**config.mk**
```make
export PLATFORM = sky130hd
export DESIGN_NAME = tpid_ctrl
export DESIGN_NICKNAME = d
export VERILOG_FILES = /design/src/rtl/core/tpid_pkg.sv /design/src/rtl/core/tpid_ctrl.sv
export SDC_FILE = /design/constraint.sdc
export NUM_CORES = 1
export LEC_CHECK = 0
export BUFFER_PORTS_ARGS = -buffer_cell sky130_fd_sc_hd__buf_2
export CAP_MARGIN = 5
export CORE_AREA = 10 10 47 49
export CTS_CLUSTER_DIAMETER = 80
export DETAILED_ROUTE_END_ITERATION = 10
export DIE_AREA = 0 0 57 59
export GPL_TIMING_DRIVEN = 0
export PLACE_DENSITY = 0.66
export SYNTH_ARGS = -nofsm -noshare
export SYNTH_HDL_FRONTEND = slang
export SYNTH_SLANG_ARGS = --single-unit
export TNS_END_PERCENT = 100
```
**constraint.sdc**
```tcl
create_clock -name clk -period 1.54 [get_ports clk]
set_input_delay 0.308 -clock clk [delete_from_list [all_inputs] [get_ports clk]]
set_output_delay 0.308 -clock clk [all_outputs]
set_load 0.02 [all_outputs]
```
**src/rtl/core/tpid_pkg.sv**
```systemverilog
// ============================================================================
// tpid_pkg
// Shared types and constants of the timestamped PID controller: command and
// status bundles between controller and datapath, operand selects and codes.
// ============================================================================
package tpid_pkg;

  localparam int GAIN_BITS     = 32;
  localparam int ACC_BITS      = 64;
  localparam int Q_FRAC        = 16;
  localparam int DIGIT_BITS    = 16;
  localparam int CFG_IDX_BITS  = 2;
  localparam int CFG_DATA_BITS = GAIN_BITS;

  localparam logic signed [ACC_BITS-1:0] ACC_MAX = {1'b0, {(ACC_BITS-1){1'b1}}};
  localparam logic signed [ACC_BITS-1:0] ACC_MIN = {1'b1, {(ACC_BITS-1){1'b0}}};

  localparam logic [CFG_IDX_BITS-1:0] REG_GAIN_P = 2'd0;
  localparam logic [CFG_IDX_BITS-1:0] REG_GAIN_I = 2'd1;
  localparam logic [CFG_IDX_BITS-1:0] REG_GAIN_D = 2'd2;

  typedef enum logic {
    OP_SAMPLE = 1'b0,
    OP_CLEAR  = 1'b1
  } op_t;

  // Operand pairs fed to the shared multiplier.
  typedef enum logic [1:0] {
    MSEL_P     = 2'd0,
    MSEL_INC   = 2'd1,
    MSEL_ITERM = 2'd2,
    MSEL_DTERM = 2'd3
  } msel_t;

  typedef enum logic [1:0] {
    ACC_HOLD     = 2'd0,
    ACC_LOAD_MUL = 2'd1,
    ACC_ADD_MUL  = 2'd2,
    ACC_ADD_DIV  = 2'd3
  } acc_op_t;

  typedef struct packed {
    logic    capture;
    logic    clear;
    logic    mul_start;
    msel_t   mul_sel;
    acc_op_t acc_op;
    logic    isum_add;
    logic    div_start;
    logic    set_status;
    logic    finish;
  } cmd_t;

  typedef struct packed {
    logic mul_done;
    logic div_done;
    logic held_valid;
    logic gap_zero;
    logic gain_i_nz;
    logic gain_d_nz;
    logic diff_nz;
    logic out_free;
  } sts_t;

endpackage

```
**src/rtl/core/tpid_ctrl.sv**
```systemverilog
// ============================================================================
// tpid_ctrl
// Sequencer of the PID controller: takes an item; for a clear it drops the
// held sample and the integral sum, for a sample it runs the proportional,
// integral and derivative steps on the shared units and hands the result to the output register.
// ============================================================================
module tpid_ctrl
  import tpid_pkg::*;
(
  input  logic clk,
  input  logic rst_n,
  input  logic in_valid,
  input  logic in_op,
  output logic in_ready,
  input  sts_t sts,
  output cmd_t cmd
);

  typedef enum logic [3:0] {
    ST_IDLE,
    ST_P_GO,
    ST_P_WAIT,
    ST_INC_GO,
    ST_INC_WAIT,
    ST_I_GO,
    ST_I_WAIT,
    ST_D_GO,
    ST_D_WAIT,
    ST_DIV_WAIT,
    ST_FINISH
  } state_t;

  state_t state_r, state_nxt;

  always_comb begin
    state_nxt = state_r;
    cmd       = '0;
    unique case (state_r)
      ST_IDLE: begin
        if (in_valid) begin
          if (in_op == OP_CLEAR) begin
            cmd.clear = 1'b1;
          end else begin
            cmd.capture = 1'b1;
            state_nxt   = ST_P_GO;
          end
        end
      end
      ST_P_GO: begin
        cmd.mul_start = 1'b1;
        cmd.mul_sel   = MSEL_P;
        state_nxt     = ST_P_WAIT;
      end
      ST_P_WAIT: begin
        if (sts.mul_done) begin
          cmd.acc_op = ACC_LOAD_MUL;
          if (!sts.held_valid) begin
            state_nxt = ST_FINISH;
          end else if (sts.gap_zero) begin
            // Same timestamp: only the proportional term, flagged when the
            // value jumped while the derivative is enabled.
            cmd.set_status = sts.gain_d_nz && sts.diff_nz;
            state_nxt      = ST_FINISH;
          end else if (sts.gain_i_nz) begin
            state_nxt = ST_INC_GO;
          end else if (sts.gain_d_nz) begin
            state_nxt = ST_D_GO;
          end else begin
            state_nxt = ST_FINISH;
          end
        end
      end
      ST_INC_GO: begin
        cmd.mul_start = 1'b1;
        cmd.mul_sel   = MSEL_INC;
        state_nxt     = ST_INC_WAIT;
      end
      ST_INC_WAIT: begin
        if (sts.mul_done) begin
          cmd.isum_add = 1'b1;
          state_nxt    = ST_I_GO;
        end
      end
      ST_I_GO: begin
        cmd.mul_start = 1'b1;
        cmd.mul_sel   = MSEL_ITERM;
        state_nxt     = ST_I_WAIT;
      end
      ST_I_WAIT: begin
        if (sts.mul_done) begin
          cmd.acc_op = ACC_ADD_MUL;
          state_nxt  = sts.gain_d_nz ? ST_D_GO : ST_FINISH;
        end
      end
      ST_D_GO: begin
        cmd.mul_start = 1'b1;
        cmd.mul_sel   = MSEL_DTERM;
        state_nxt     = ST_D_WAIT;
      end
      ST_D_WAIT: begin
        if (sts.mul_done) begin
          cmd.div_start = 1'b1;
          state_nxt     = ST_DIV_WAIT;
        end
      end
      ST_DIV_WAIT: begin
        if (sts.div_done) begin
          cmd.acc_op = ACC_ADD_DIV;
          state_nxt  = ST_FINISH;
        end
      end
      ST_FINISH: begin
        if (sts.out_free) begin
          cmd.finish = 1'b1;
          state_nxt  = ST_IDLE;
        end
      end
      default: state_nxt = ST_IDLE;
    endcase
  end

  always_ff @(posedge clk) begin
    if (!rst_n) begin
      state_r <= ST_IDLE;
    end else begin
      state_r <= state_nxt;
    end
  end

  assign in_ready = (state_r == ST_IDLE);

endmodule

```
==> results.tsv <==
stage	metric	value	unit
power_and_ir_drop	Reg power frac	15.3	%
clock_tree	htree depth	1	
worst_setup_path	Buf+Inv Stages, Crit Path	0	
route	DRC viols	0	
worst_setup_path	Top Family by Delay on Critical Path	simple AND/OR/NAND/NOR gates	
synthesis	Yosys warnings	0	
synthesis	syn_nets	83	
timing	Final WS setup	-0.1110	ns
die	Starting Density	33.21	%
worst_setup_path	critical path launch point type	register	
worst_setup_path	max incr delay on CP	0.36	ns
synthesis	Netlist cell types	27	
route	wire length per cell	14.82	microns
clock_tree	clock latency on the worst-skew pair	0.25	ns
route	Detailed Routing Iterations Pass 1	4	
grt	grt ovf	0	
die	DIE AREA	3363	sq um
power_and_ir_drop	Pint	0.0007722	W
placement	HPWL after DPL	1212	microns
finish	Largest regs	state_r: 4 flops	
finish	diode count	0	
finish	share of cells above drive strength 1	60.95	%
synthesis	synthesized area	465.4	sq um
grt	global-route wire length before repair	2808	microns
timing	Slew @ Worst Pin	0.2764	ns
finish	Most flops, register	state_r	
worst_setup_path	worst-path cell chain	or3_1 > a32o_2 > or2_4 > o311a_1	
timing	final setup vio count	9	
worst_setup_path	CP endpoint kind	register	
clock_tree	Clk pin slew, worst setup/hold paths	0.04	ns
die	Row Count	14	
die	Die W	57	microns
run_status	outcome	complete, but fails checks	
clock_tree	CTS Hold Buffers Added	0	
clock_tree	CTS tree	done	
timing	final hold slack	0.3451	ns
finish	Largest register FFs	4	
timing	final hold viol count	0	
worst_setup_path	worst-path fanout max	4	
route	Vias/cell	5.165	
route	via count	625	
clock_tree	CTS root buffer	clkbuf_4	
timing	Max Slew Vio Count	0	
route	initial DRC count	13	
grt	largest net degree at the start of global routing	11	
synthesis	Seq cells post-synth	4	
finish	fill count	131	
route	Post-DRT Antenna Nets	0	
min_path	Hold Crit Class	primary input to register	
worst_setup_path	Critical Path Slowest Stage Cell	or3_1	
power_and_ir_drop	Logic pwr share	74.6	%
clock_tree	CTS Sinks	4	
grt	initial antenna violation count	0	
timing	crit path time final	1.651	ns
synthesis	Seq/Total Area, Yosys	17.20	%
power_and_ir_drop	LEAKAGE	0.3753	nW
worst_setup_path	WP data arrival	1.78	ns
synthesis	Cells after Synth	71	
run_status	failing checks	negative setup slack	
clock_tree	Longest Clk Path Bufs	2	
power_and_ir_drop	Switching Fraction	44.39	%
grt	total track usage	10.14	%
finish	fin area	869.6	sq um
placement	DP Area	624.3	sq um
route	WL final	1793	microns
grt	number of global-route vias before repair	646	
power_and_ir_drop	Clk pwr share	10.1	%
die	core box area	1401	sq um
timing	setup tns final	-0.3694	ns
timing	Final period util	107.2	%
placement	IO Port Bufs	23	
power_and_ir_drop	VDD IR max	1.016	mV
finish	final net count	119	
job	max-capacitance violation count	0	
die	Die H	59	microns
power_and_ir_drop	Switch Pwr	0.0006164	W
placement	Place WS	-0.1086	ns
timing	RSZ-0062 raised after global routing	true	
worst_setup_path	worst setup path category	register to register	
worst_setup_path	Crit path required time	1.67	ns
power_and_ir_drop	Pwr Total	0.001389	W
timing	final clock skew	0.008699	ns
timing	slew margin rel.	81.43	%
timing	fmax	605.7	MHz
finish	Layout Area Growth over Synthesis	86.83	%
clock_tree	CTS buffer count	3	
die	num ports	24	
power_and_ir_drop	PwrDens	1597	nW/um^2
placement	gp weighted congestion	0.8504	
synthesis	syn_area_per_cell	6.556	sq um
-- layout by cell type, fill, tap and decap left out, types with 2 or more instances in the layout --
cell       n
buf_6      4
nand3_1    3
nand2_1    8
buf_2     13
dfxtp_4    4
a21oi_2    2
nor3_2     3
nor2_1     4
nor2_2     2
o21ai_0    2
buf_4     15
clkbuf_4   3
a21oi_1    3
nand2b_1   6
or3b_2     2
nor3_1     2
-- layer usage --
| layer | vias up | part of all wire [%] | GRT usage, % | wire length, microns |
|---|---|---|---|---|
| met5 | - | 0 | 0 | 0 |
| li1 | 327 | - | - | - |
| met4 | 0 | 0.50 | 2.349 | 9 |
| met1 | 283 | 41 | 10.77 | 744 |
| met3 | 2 | 4.9 | 4.077 | 88 |
| met2 | 13 | 53 | 18.29 | 950 |
-- worst paths after layout --
kind / from / end / slack (ns) / cells past startpoint
min: rst_n / state_r[3] / 0.35 / 2
max reg2reg: state_r[1] / state_r[3] / -0.11 / 4
min reg2reg: state_r[2] / state_r[2] / 0.71 / 3
max: state_r[1] / state_r[3] / -0.11 / 4
-- logic make-up (layout without fill, tap and decap cells) --
logic type | Yosys count | after routing | share of synthesized area [%]
buf+inv | 7 | 41 | 5.644
flops | 4 | 4 | 17.20
mux | 1 | 1 | 2.151
compound gates | 14 | 14 | 22.58
simple gates | 45 | 45 | 52.42
-- Yosys cell counts --
cell type  count  area [sq um]
a211oi_1       1         7.510
a21oi_1        5         25.02
a32o_1         1         10.01
and2_1         1         6.260
and3_1         2         12.51
clkbuf_1       4         15.01
dfxtp_1        4         80.08
inv_1          3         11.26
mux2i_1        1         10.01
nand2_1        9         33.78
nand2b_1       6         37.54
nand3_1        4         20.02
nand3b_1       1         7.510
nand4_1        1         6.260
nand4bb_1      1         11.26
nor2_1         7         26.28
nor2b_1        3         18.77
nor3_1         5         25.02
nor4_1         1         6.260
o2111ai_1      1         8.760
o21ai_0        2         10.01
o311a_1        1         10.01
o32ai_1        2         17.52
o41ai_2        1         16.27
or2_4          1         8.760
or3_1          1         6.260
or3b_2         2         17.52
-- final cells by class --
class	instances	area (sq um)	area share, %
Tap cell	16	20.02	2.302
Timing Repair Buffer	31	217.7	25.04
Multi-Input combinational cell	60	440.4	50.65
Sequential cell	4	95.09	10.94
Buffer	4	58.81	6.763
Clock buffer	3	22.52	2.590
Inverter	3	15.01	1.727
-- per-stage QoR --
step	utilization (%)	instances
6_report	62.05	121
3_5_place_dp	44.55	110
3_3_place_gp	44.55	110
4_1_cts	55.54	119
2_1_floorplan	-	71
5_1_grt	62.05	121
-- worst reg2reg max path, delay by kind of cell (launching register included) --
kind            cells  cell delay, ns
simple gates        2            0.61
compound gates      2            0.57
flops               1            0.35
-- power groups by stage --
| stage | Clock (W) | Combinational, W | Sequential, W |
|---|---|---|---|
| 2_1_floorplan | 0 | 0.000500 | 0.000174 |
| 3_3_place_gp | 0 | 0.000648 | 0.000183 |
| 3_5_place_dp | 0 | 0.000658 | 0.000186 |
| 4_1_cts | 0.000144 | 0.000875 | 0.000207 |
| 5_1_grt | 0.000152 | 0.00111 | 0.000222 |
| 6_report | 0.000141 | 0.00104 | 0.000212 |
-- timing repair --
action	CTS	global route
setup buffers	6	2
gates resized for setup	25	23
gates cloned	0	0
pin swaps	4	6
hold endpoints to repair	0	0
endpoints found under the setup margin	16	14
No activity file was read; power rests on OpenSTA's default activity.
